`config.mk`:
```
export PLATFORM = sky130hd
export DESIGN_NAME = prescaled_pwm_timer
export DESIGN_NICKNAME = d
export VERILOG_FILES = /design/src/ppt_pkg.sv /design/src/ppt_cfg.sv /design/src/ppt_core.sv /design/src/prescaled_pwm_timer.sv
export VERILOG_INCLUDE_DIRS = /design/src /design/src/src
export SDC_FILE = /design/constraint.sdc
export NUM_CORES = 1
export LEC_CHECK = 0
export ABC_AREA = 1
export BUFFER_PORTS_ARGS = -buffer_cell sky130_fd_sc_hd__buf_2
export CAP_MARGIN = 15
export CORE_MARGIN = 2
export CORE_UTILIZATION = 45
export CTS_CLUSTER_DIAMETER = 120
export DETAILED_ROUTE_END_ITERATION = 10
export HOLD_SLACK_MARGIN = 0.1
export PLACE_DENSITY_LB_ADDON = 0.3
export SLEW_MARGIN = 10
export SYNTH_ARGS = -nofsm -noshare
export SYNTH_HDL_FRONTEND = slang
export SYNTH_SLANG_ARGS = --single-unit
```
`constraint.sdc`:
```
create_clock -name clk -period 3.3 [get_ports clk]
set_input_delay 0.66 -clock clk [delete_from_list [all_inputs] [get_ports clk]]
set_output_delay 0.66 -clock clk [all_outputs]
set_load 0.02 [all_outputs]
```
`src/prescaled_pwm_timer_assert.svh`:
```
// Assertion macros for the prescaled PWM timer.
`ifndef PRESCALED_PWM_TIMER_ASSERT_SVH
`define PRESCALED_PWM_TIMER_ASSERT_SVH

// Same-cycle implication, checked once reset is released.
`define PPT_ASSERT_NOW(label, ante, cons) \
    label: assert property (@(posedge clk) disable iff (!rst_n) (ante) |-> (cons)) \
        else $error("prescaled_pwm_timer: same-cycle check failed");

// Next-cycle implication, checked once reset is released.
`define PPT_ASSERT_NEXT(label, ante, cons) \
    label: assert property (@(posedge clk) disable iff (!rst_n) (ante) |=> (cons)) \
        else $error("prescaled_pwm_timer: next-cycle check failed");

`endif

```
`src/ppt_pkg.sv`:
```
// Shared types and codes for the prescaled PWM timer.
`timescale 1ns / 1ps
`default_nettype none

package ppt_pkg;

    localparam int CFG_W     = 17;
    localparam int CFG_IDX_W = 2;
    localparam int DATA_W    = 16;

    // configuration register indexes
    localparam logic [CFG_IDX_W-1:0] CFG_RATIO   = 2'd0;
    localparam logic [CFG_IDX_W-1:0] CFG_PERIOD  = 2'd1;
    localparam logic [CFG_IDX_W-1:0] CFG_MODE    = 2'd2;
    localparam logic [CFG_IDX_W-1:0] CFG_PRELOAD = 2'd3;

    localparam logic [CFG_W-1:0] RATIO_RESET  = 17'd1;
    localparam logic [CFG_W-1:0] PERIOD_RESET = 17'd65536;

    // transaction op codes
    localparam logic [1:0] OP_TICK  = 2'd0;
    localparam logic [1:0] OP_WRITE = 2'd1;
    localparam logic [1:0] OP_READ  = 2'd2;

    // bus register addresses
    localparam logic [1:0] ADDR_CTRL    = 2'd0;
    localparam logic [1:0] ADDR_STATUS  = 2'd1;
    localparam logic [1:0] ADDR_EVENT   = 2'd2;
    localparam logic [1:0] ADDR_COMPARE = 2'd3;

    typedef struct packed {
        logic [1:0]        op;
        logic [1:0]        reg_addr;
        logic [DATA_W-1:0] write_value;
    } item_t;

    typedef struct packed {
        logic [DATA_W-1:0] read_data;
        logic              pwm_level;
        logic              update_pending;
        logic [DATA_W-1:0] count_now;
    } result_t;

    typedef struct packed {
        logic pwm_mode;
        logic preload_on;
    } mode_t;

endpackage

`default_nettype wire

```
`src/ppt_cfg.sv`:
```
// Configuration register bank; stores ratio and period as clamped terminal counts, plus the mode and preload flags.
`timescale 1ns / 1ps
`default_nettype none

module ppt_cfg #(
    parameter int COUNT_WIDTH = 16
) (
    input  wire                             clk,
    input  wire                             rst_n,
    input  wire                             cfg_write_en,
    input  wire [ppt_pkg::CFG_IDX_W-1:0]    cfg_index,
    input  wire [ppt_pkg::CFG_W-1:0]        cfg_data,
    output logic [COUNT_WIDTH-1:0]          ratio_top,
    output logic [COUNT_WIDTH-1:0]          period_top,
    output ppt_pkg::mode_t                  mode
);
    import ppt_pkg::*;

    localparam int ExtW = ((COUNT_WIDTH > CFG_W) ? COUNT_WIDTH : CFG_W) + 1;

    logic [COUNT_WIDTH-1:0] ratio_top_reg;
    logic [COUNT_WIDTH-1:0] period_top_reg;
    mode_t                  mode_reg;

    // zero acts as 1, above 2^COUNT_WIDTH saturates; result is value minus one
    function automatic logic [COUNT_WIDTH-1:0] clamp_top(input logic [CFG_W-1:0] v);
        logic [ExtW-1:0] v_ext;
        logic [ExtW-1:0] lim;
        logic [ExtW-1:0] top;
        v_ext = ExtW'(v);
        lim   = ExtW'(1) << COUNT_WIDTH;
        if (v_ext == '0)
            top = '0;
        else if (v_ext > lim)
            top = lim - ExtW'(1);
        else
            top = v_ext - ExtW'(1);
        return top[COUNT_WIDTH-1:0];
    endfunction

    always_ff @(posedge clk or negedge rst_n)
    begin
        if (!rst_n)
        begin
            ratio_top_reg  <= clamp_top(RATIO_RESET);
            period_top_reg <= clamp_top(PERIOD_RESET);
            mode_reg       <= '0;
        end
        else if (cfg_write_en)
        begin
            case (cfg_index)
                CFG_RATIO:   ratio_top_reg       <= clamp_top(cfg_data);
                CFG_PERIOD:  period_top_reg      <= clamp_top(cfg_data);
                CFG_MODE:    mode_reg.pwm_mode   <= cfg_data[0];
                CFG_PRELOAD: mode_reg.preload_on <= cfg_data[0];
                default:     ;
            endcase
        end
    end

    assign ratio_top  = ratio_top_reg;
    assign period_top = period_top_reg;
    assign mode       = mode_reg;

endmodule

`default_nettype wire

```
`src/ppt_core.sv`:
```
// Timer state: prescaler, main counter, compare registers, flags, and result logic.
`timescale 1ns / 1ps
`default_nettype none

module ppt_core #(
    parameter int COUNT_WIDTH = 16
) (
    input  wire                     clk,
    input  wire                     rst_n,
    input  wire                     fire,
    input  ppt_pkg::item_t          item,
    input  ppt_pkg::mode_t          mode,
    input  wire [COUNT_WIDTH-1:0]   ratio_top,
    input  wire [COUNT_WIDTH-1:0]   period_top,
    output ppt_pkg::result_t        result_next
);
    import ppt_pkg::*;

    localparam int WideW = (COUNT_WIDTH > DATA_W) ? COUNT_WIDTH : DATA_W;

    logic [COUNT_WIDTH-1:0] presc_reg,  presc_next;
    logic [COUNT_WIDTH-1:0] main_reg,   main_next;
    logic [COUNT_WIDTH-1:0] act_reg,    act_next;
    logic [COUNT_WIDTH-1:0] pend_reg,   pend_next;
    logic                   run_reg,    run_next;
    logic                   oe_reg,     oe_next;
    logic                   flag_reg,   flag_next;

    logic [WideW-1:0]       wv_wide;
    logic [WideW-1:0]       pend_wide;
    logic [WideW-1:0]       main_wide;
    logic [COUNT_WIDTH-1:0] wv_cnt;
    logic [DATA_W-1:0]      rd;
    logic                   step;
    logic                   upd;
    logic                   active;

    assign wv_wide   = WideW'(item.write_value);
    assign wv_cnt    = wv_wide[COUNT_WIDTH-1:0];
    assign pend_wide = WideW'(pend_reg);

    always_comb
    begin
        presc_next = presc_reg;
        main_next  = main_reg;
        act_next   = act_reg;
        pend_next  = pend_reg;
        run_next   = run_reg;
        oe_next    = oe_reg;
        flag_next  = flag_reg;
        rd         = '0;
        step       = 1'b0;
        upd        = 1'b0;

        case (item.op)
            OP_TICK:
            begin
                if (run_reg)
                begin
                    if (presc_reg >= ratio_top)
                    begin
                        presc_next = '0;
                        step       = 1'b1;
                    end
                    else
                    begin
                        presc_next = presc_reg + 1'b1;
                    end
                end
            end
            OP_WRITE:
            begin
                case (item.reg_addr)
                    ADDR_CTRL:
                    begin
                        run_next = item.write_value[0];
                        oe_next  = item.write_value[1];
                    end
                    ADDR_STATUS:
                    begin
                        if (!item.write_value[0])
                            flag_next = 1'b0;
                    end
                    ADDR_EVENT:
                    begin
                        if (item.write_value[0])
                        begin
                            presc_next = '0;
                            main_next  = '0;
                            upd        = 1'b1;
                        end
                    end
                    ADDR_COMPARE:
                    begin
                        pend_next = wv_cnt;
                        if (!mode.preload_on)
                            act_next = wv_cnt;
                    end
                    default: ;
                endcase
            end
            OP_READ:
            begin
                case (item.reg_addr)
                    ADDR_CTRL:    rd = DATA_W'({oe_reg, run_reg});
                    ADDR_STATUS:  rd = DATA_W'(flag_reg);
                    ADDR_EVENT:   rd = '0;
                    ADDR_COMPARE: rd = pend_wide[DATA_W-1:0];
                    default:      rd = '0;
                endcase
            end
            default: ;
        endcase

        // wrap when at or past the terminal count (period may have shrunk)
        if (step)
        begin
            if (main_reg >= period_top)
            begin
                main_next = '0;
                upd       = 1'b1;
            end
            else
            begin
                main_next = main_reg + 1'b1;
            end
        end

        if (upd)
        begin
            act_next  = pend_reg;
            flag_next = 1'b1;
        end
    end

    always_ff @(posedge clk or negedge rst_n)
    begin
        if (!rst_n)
        begin
            presc_reg <= '0;
            main_reg  <= '0;
            act_reg   <= '0;
            pend_reg  <= '0;
            run_reg   <= 1'b0;
            oe_reg    <= 1'b0;
            flag_reg  <= 1'b0;
        end
        else if (fire)
        begin
            presc_reg <= presc_next;
            main_reg  <= main_next;
            act_reg   <= act_next;
            pend_reg  <= pend_next;
            run_reg   <= run_next;
            oe_reg    <= oe_next;
            flag_reg  <= flag_next;
        end
    end

    assign active    = mode.pwm_mode ? (main_next >= act_next) : (main_next < act_next);
    assign main_wide = WideW'(main_next);

    assign result_next.read_data      = rd;
    assign result_next.pwm_level      = oe_next & active;
    assign result_next.update_pending = flag_next;
    assign result_next.count_now      = main_wide[DATA_W-1:0];

endmodule

`default_nettype wire

```
`src/prescaled_pwm_timer.sv`:
```
// Top level of the prescaled PWM timer: input register, config bank, core, result register.
//
//  channel  direction  handshake            payload
//  in       to block   in_valid/in_ready    op, reg_addr, write_value
//  out      from block out_valid/out_ready  read_data, pwm_level, update_pending, count_now
//  cfg      to block   cfg_write_en         cfg_index, cfg_data
//
// One transaction per clock sustained while out_ready stays high; the path is the input
// register, then the result register. All state updates for a transaction happen in the one
// cycle it leaves the input register, set by the core's compare/increment logic.
// Reset is asynchronous, active low: counters, compares and flags clear, the
// timer is stopped with its output off. When out_ready is low the result holds
// and the input register still takes one more transaction before in_ready drops.
`timescale 1ns / 1ps
`default_nettype none

`include "prescaled_pwm_timer_assert.svh"

module prescaled_pwm_timer #(
    parameter int COUNT_WIDTH = 16
) (
    input  wire                             clk,
    input  wire                             rst_n,
    input  wire                             cfg_write_en,
    input  wire [ppt_pkg::CFG_IDX_W-1:0]    cfg_index,
    input  wire [ppt_pkg::CFG_W-1:0]        cfg_data,
    input  wire                             in_valid,
    output logic                            in_ready,
    input  wire [1:0]                       op,
    input  wire [1:0]                       reg_addr,
    input  wire [ppt_pkg::DATA_W-1:0]       write_value,
    output logic                            out_valid,
    input  wire                             out_ready,
    output logic [ppt_pkg::DATA_W-1:0]      read_data,
    output logic                            pwm_level,
    output logic                            update_pending,
    output logic [ppt_pkg::DATA_W-1:0]      count_now
);
    import ppt_pkg::*;

    logic                   in_valid_reg;
    item_t                  item_reg;
    logic                   out_valid_reg;
    result_t                result_reg;
    result_t                result_next;
    logic                   advance;
    logic                   fire;
    logic [COUNT_WIDTH-1:0] ratio_top;
    logic [COUNT_WIDTH-1:0] period_top;
    mode_t                  mode;
    logic                   read_fire;
    logic [DATA_W:0]        read_watch;

    // result slot frees when empty or being taken; input slot frees likewise
    assign advance  = !out_valid_reg || out_ready;
    assign fire     = in_valid_reg && advance;
    assign in_ready = !in_valid_reg || advance;

    always_ff @(posedge clk or negedge rst_n)
    begin
        if (!rst_n)
        begin
            in_valid_reg  <= 1'b0;
            out_valid_reg <= 1'b0;
            result_reg    <= '0;
        end
        else
        begin
            if (in_ready)
                in_valid_reg <= in_valid;
            if (advance)
                out_valid_reg <= in_valid_reg;
            if (fire)
                result_reg <= result_next;
        end
    end

    // payload registers, no reset
    always_ff @(posedge clk)
    begin
        if (in_valid && in_ready)
        begin
            item_reg.op          <= op;
            item_reg.reg_addr    <= reg_addr;
            item_reg.write_value <= write_value;
        end
    end

    ppt_cfg #(
        .COUNT_WIDTH (COUNT_WIDTH)
    ) u_cfg (
        .clk          (clk),
        .rst_n        (rst_n),
        .cfg_write_en (cfg_write_en),
        .cfg_index    (cfg_index),
        .cfg_data     (cfg_data),
        .ratio_top    (ratio_top),
        .period_top   (period_top),
        .mode         (mode)
    );

    ppt_core #(
        .COUNT_WIDTH (COUNT_WIDTH)
    ) u_core (
        .clk         (clk),
        .rst_n       (rst_n),
        .fire        (fire),
        .item        (item_reg),
        .mode        (mode),
        .ratio_top   (ratio_top),
        .period_top  (period_top),
        .result_next (result_next)
    );

    assign out_valid      = out_valid_reg;
    assign read_data      = result_reg.read_data;
    assign pwm_level      = result_reg.pwm_level;
    assign update_pending = result_reg.update_pending;
    assign count_now      = result_reg.count_now;

    assign read_fire  = fire && (item_reg.op == OP_READ);
    assign read_watch = {result_reg.update_pending, result_reg.count_now};

    // a stalled result must never be overwritten
    `PPT_ASSERT_NOW(a_no_overwrite, out_valid_reg && !out_ready, !fire)
    // a read leaves counter and flag untouched
    `PPT_ASSERT_NEXT(a_read_no_side_effect, read_fire, $stable(read_watch))
    // read data is zero for anything but a read
    `PPT_ASSERT_NEXT(a_rd_zero, fire && item_reg.op != OP_READ, result_reg.read_data == '0)

endmodule

`default_nettype wire
```
-- Yosys cells after proc, flatten, opt, wreduce, memory -nomap -nowiden
Index checks and enable logic that the tools add are counted.
- register bits after elaboration: 140
- bitwise logic cells: 1
- multiplexer cells: 33
- $lt $le $gt $ge: 5
- equal/unequal tests: 12
- reduce and logical (&&, ||, !) cells: 21
- add/subtract/negate cells: 3
- operator list (operator ; number):
    $mux 16 ; 16
    $pmux 16 s4 ; 1
    $ge 16x16->1 ; 3
    $add 16x1->16 const B ; 2
    $pmux 16 s2 ; 1
    $gt 17x17->1 const B ; 1
    $logic_not 17->1 ; 1
    $lt 16x16->1 ; 1
    $sub 16x1->16 const B ; 1
    $mux 1 ; 15
    $eq 2x2->1 const B ; 5
    $reduce_and 2->1 ; 4
    $eq 2x1->1 const B ; 3
    $logic_not 2->1 ; 3
    $ne 2x1->1 const B ; 3
    $reduce_and 3->1 ; 2
    $reduce_bool 2->1 ; 3
    $reduce_and 5->1 ; 1
    $reduce_and 4->1 ; 1
    $logic_and 1x1->1 ; 2
    $logic_not 1->1 ; 2
    $logic_or 1x1->1 ; 2
    $ne 2x2->1 const B ; 1
    $and 1x1->1 ; 1

-- Logic depth before layout (Yosys ltp)
- word-level depth: 9
- mapped depth: 29
- mapped depth without buffers: 28

-- By module
Synthesis repeated with hierarchy kept, for this count alone.
- cell total of the unflattened synthesis: 1238
- area total of the unflattened synthesis: 9589.2 µm²
- by module, submodules not included (module ; sequential area each (µm²) ; times used ; area an instance (µm²) ; cells an instance):
    ppt_core ; 1676.6 ; 1 ; 5567.8 ; 808
    prescaled_pwm_timer ; 1501.4 ; 1 ; 2094.5 ; 177
    ppt_cfg ; 870.8 ; 1 ; 1926.8 ; 253

-- Least setup slack after synthesis
OpenSTA, ideal clock, no wires.
- path type: register to register
- start point: register, netlist name count_now[3]
- end point: register result_reg (netlist bit pwm_level)
- stages on the path, launching flop included: 27
- setup slack: 0.452 ns
- arrival time: 2.732 ns
- required time: 3.184 ns
- setup time: 0.116 ns
- path through: dfrtp_1 ha_1 nand2_1 inv_1 nand2_1 nand2_1 nand2_1 nand2_1 nand2_1 nand3_2 nor2_1 inv_1 buf_6 o22ai_1 ha_1 nand2_1 inv_1 nand3_1 inv_1 nand2_1 nand3_1 nand3_1 nand2_1 nand2_1 o21ai_0 nand2_1 nand2_1
- RTL lines (what ; line ; source):
    end signal: assignment ; prescaled_pwm_timer.sv:74 ; result_reg <= result_next;
    end: declaration ; prescaled_pwm_timer.sv:44 ; result_t result_reg;

-- Worst setup path in the final report
- start point: register u_cfg.period_top_reg[9] (netlist: u_cfg.period_top[9])
- end point: register result_reg (netlist bit pwm_level)
- word-level cells in the longest chain between the ends: 7
- RTL lines (what ; line ; source):
    start: declaration ; ppt_cfg.sv:22 ; logic [COUNT_WIDTH-1:0] period_top_reg;
    start signal: assignment ; ppt_cfg.sv:46 ; period_top_reg <= clamp_top(PERIOD_RESET);
    start signal: assignment ; ppt_cfg.sv:53 ; CFG_PERIOD: period_top_reg <= clamp_top(cfg_data);
    $ge 16x16->1 * ; ppt_core.sv:118 ; if (main_reg >= period_top)
    $mux 1 ; ppt_core.sv:118 ;
    $mux 1 ; ppt_core.sv:116 ; if (step)
    $mux 16 ; ppt_core.sv:129 ; if (upd)
    $lt 16x16->1 / $ge 16x16->1 (equally long branches) ; ppt_core.sv:160 ; assign active = mode.pwm_mode ? (main_next >= act_next) : (main_next < act_next);
    $mux 1 * ; ppt_core.sv:160 ;
    $and 1x1->1 * ; ppt_core.sv:164 ; assign result_next.pwm_level = oe_next & active;
Every way passes the cells marked *; elsewhere a longest branch is shown, timed or not.
A chain may end at the register's enable or synchronous reset.

==> run_results.csv <==
group,metric,value,unit
synth,async_reset_ff_share,85.7,%
job,cap_violations,0,
worst_setup_path,r2r_slack,0.11,ns
synth,synth_edf_count,20,
detailed_routing,vias,7474,
placement,post-place-ws,0.129,ns
detailed_routing,drt_iter0_drc,588,
synth,synth_top_family_by_area,"simple AND/OR/NAND/NOR gates",
sta,worstMarginPinSlew,0.915,ns
grt,grt_max_degree,53,
placement,portBuffers,79,
floorplanning,die-area,19700,um^2
worst_setup_path,cp.required,3.67,ns
clocking,tritoncts,"done",
synth,synthSimpleGateAreaFrac,25.0,%
sta,min_period_over_period,96.7,%
floorplanning,initial_utilization,46.1,%
grt,grt_pass1_vias,6972,
pwr,p_per_area,708,nW/um^2
placement,gp_congestion,0.902,
outcome,outcome,"finished with violations",
sta,finalWorstSetupSlack,0.110,ns
sta,max_freq,0.313,GHz
pwr,p_leak,0.00505,uW
detailed_routing,drtPass1Iterations,8,
worst_setup_path,path_class,"reg -> reg",
detailed_routing,viasPerCell,5.33,
worst_setup_path,path_max_fanout,8,
detailed_routing,wl_per_cell,15.5,um
placement,dpl.hpwl,15200,um
synth,synthFlopType,"dfrtp_1",
sta,period_needed,3.19,ns
worst_setup_path,reg2reg_to,"pwm_level",
detailed_routing,post-route-drc-count,3,
floorplanning,die_x,140,um
synth,syn_nets,1163,
clocking,cts_made_buffers,17,
hold_path,hold_class,"in -> async",
clocking,clk_path_buf_depth,2,
synth,ys_ff_latch,140,
synth,synth_xor_xnor_area_share,2.20,%
clocking,root_buffer,"clkbuf_16",
final_layout,nNetsFinal,1257,
synth,syn_area,8350,um^2
sta,hold_viol_final,0,
final_layout,layout_commonest_cell,"nand2_1",
grt,grt_antenna_before_repair,0,
clocking,cts-htree-levels,4,
floorplanning,coreArea,18100,um^2
sta,fin_setup_tns,0,ns
clocking,cts_hold_buf,0,
pwr,ir_drop,0.000495,V
sta,maxSlewHeadroom,38.8,%
worst_setup_path,worstRegToRegCells,18,
clocking,clkLatencyLatePin,0.43,ns
sta,slew_viol_final,0,
synth,synth-seq-area-share,43.4,%
synth,synth_compound_area_share,12.6,%
sta,setup_viol,0,
clocking,path_clk_slew,0.07,ns
sta,finalClockSkew,0.0103,ns
final_layout,area_growth,20.6,%
synth,ys_warn_count,0,
clocking,cts_sinks,140,
synth,ys_types,45,
detailed_routing,wirelength,21800,um
worst_setup_path,cp-start-kind,"flip-flop",
final_layout,fill_cells,1618,
outcome,violations,"design-rule violations",
synth,synth.avg_cell_area,7.82,um^2
pwr,total_power,7120,uW
worst_setup_path,crit_arrival,3.56,ns
final_layout,final_cell_mix,"nand2_1 (229), inv_1 (140), o21ai_0 (103)",
final_layout,largest_reg_flops,20,
synth,netlist_instances,1067,
grt,grt_overflow,0,
floorplanning,ioPinCount,80,
floorplanning,placementRows,49,
synth,synth_fa_ha_area_share,7.80,%
final_layout,drive_gt1_share,21.2,%
worst_setup_path,timing.rr.start,"u_cfg.period_top[9]",
floorplanning,die_h,140,um
grt,grt_usage,21.9,%
worst_setup_path,cp-end-kind,"flip-flop",
detailed_routing,ant_nets,0,
synth,synth.area.mux_share,0,%
grt,grt_pass1_wl,34500,um
final_layout,n_antenna_cell,0,
[critical path: stages, from the launching register on]
cell,delay (ns)
dfstp_2,0.53
inv_1,0.04
ha_1,0.28
nand4_1,0.16
nor3_4,0.25
nand3_2,0.15
nand3_4,0.17
nand3_4,0.19
nand3_1,0.14
nand2_1,0.14
ha_1,0.34
nand2_1,0.07
nor2_1,0.20
nand3_1,0.12
nand2_2,0.10
nand2_2,0.06
o21ai_2,0.07
nand2_1,0.06
nand2_1,0.06
[final cells by class]
cell class | count | area [um^2] | share of cell area, %
Timing Repair Buffer | 112 | 686 | 6.81
Clock inverter | 14 | 183 | 1.82
Clock buffer | 18 | 429 | 4.26
Inverter | 149 | 562 | 5.58
Tap cell | 229 | 287 | 2.85
Multi-Input combinational cell | 741 | 4290 | 42.6
Sequential cell | 140 | 3630 | 36.0
[layer usage]
layer | up-vias | share of wire [%] | global-route usage, %
li1 | 3704 | - | -
met1 | 3513 | 47 | 31.3
met2 | 229 | 46 | 34.1
met3 | 28 | 5.7 | 4.34
met4 | 0 | 1.8 | 6.43
met5 | - | 0 | 0
[report_power, final]
group,switching (uW),internal [uW]
Clock,805,1210
Combinational,1620,1040
Sequential,270,2180
[stage by stage]
step | util (%) | hold slack (ns) | cell area [um^2] | instances
floorplan | - | 0.364 | 8350 | 1067
global placement | 50.1 | 0.461 | 9060 | 1363
detailed placement | 50.1 | 0.463 | 9060 | 1363
CTS | 53.5 | 0.268 | 9670 | 1395
global route | 55.6 | 0.295 | 10100 | 1403
finish | 55.6 | 0.257 | 10100 | 1403
[cell usage after synthesis, types with 2 or more instances]
| library cell | count | area (um^2) |
|---|---|---|
| nor3b_1 | 2 | 15.0 |
| nor2_1 | 70 | 263 |
| nor2_4 | 2 | 22.5 |
| xor2_1 | 20 | 175 |
| clkbuf_1 | 17 | 63.8 |
| buf_1 | 4 | 15.0 |
| buf_6 | 4 | 45.0 |
| nand4_2 | 2 | 25.0 |
| nand2_1 | 237 | 890 |
| buf_4 | 2 | 15.0 |
| dfstp_2 | 16 | 420 |
| buf_2 | 10 | 50.1 |
| o22ai_1 | 13 | 81.3 |
| o21ai_0 | 107 | 536 |
| nor3_1 | 15 | 75.1 |
| nor4_1 | 3 | 18.8 |
| o21ai_2 | 4 | 35.0 |
| dfrtp_1 | 104 | 2600 |
| a31oi_1 | 3 | 18.8 |
| o21ai_1 | 18 | 90.1 |
| nand3_1 | 95 | 475 |
| a21oi_1 | 47 | 235 |
| edfxtp_1 | 20 | 601 |
| nand4_1 | 14 | 87.6 |
| nand2_2 | 12 | 75.1 |
| nor2_2 | 6 | 37.5 |
| inv_2 | 7 | 26.3 |
| o31ai_1 | 3 | 22.5 |
| inv_1 | 142 | 533 |
| o21bai_1 | 2 | 15.0 |
| ha_1 | 52 | 651 |
[cells by family (layout without fill, tap and decap cells)]
kind of cell / count (synthesis) / in the layout
flip-flops: 140 / 140
buffers and inverters: 187 / 293
adder cells (fa/ha/maj): 52 / 52
AND/OR/NAND/NOR: 468 / 469
XOR/XNOR: 21 / 21
AO/OA/AOI/OAI: 199 / 199
[how the worst max path moves through the flow]
stage | slack, ns | from | endpoint
after floorplan | 0.45 | count_now[3] | pwm_level
after global placement | 0.20 | u_cfg.period_top[15] | pwm_level
after detailed placement | 0.13 | u_cfg.period_top[11] | pwm_level
after CTS | 0.12 | u_cfg.period_top[11] | pwm_level
after global routing | -0.09 | u_cfg.period_top[9] | pwm_level
final | 0.11 | u_cfg.period_top[9] | pwm_level
[timing repair]
item | CTS | global route
setup buffers | 0 | 7
endpoints found under the setup margin | 0 | 1
resized for setup | 0 | 65
hold endpoints to repair | 0 | 0
No activity file was read; power rests on OpenSTA's default activity.
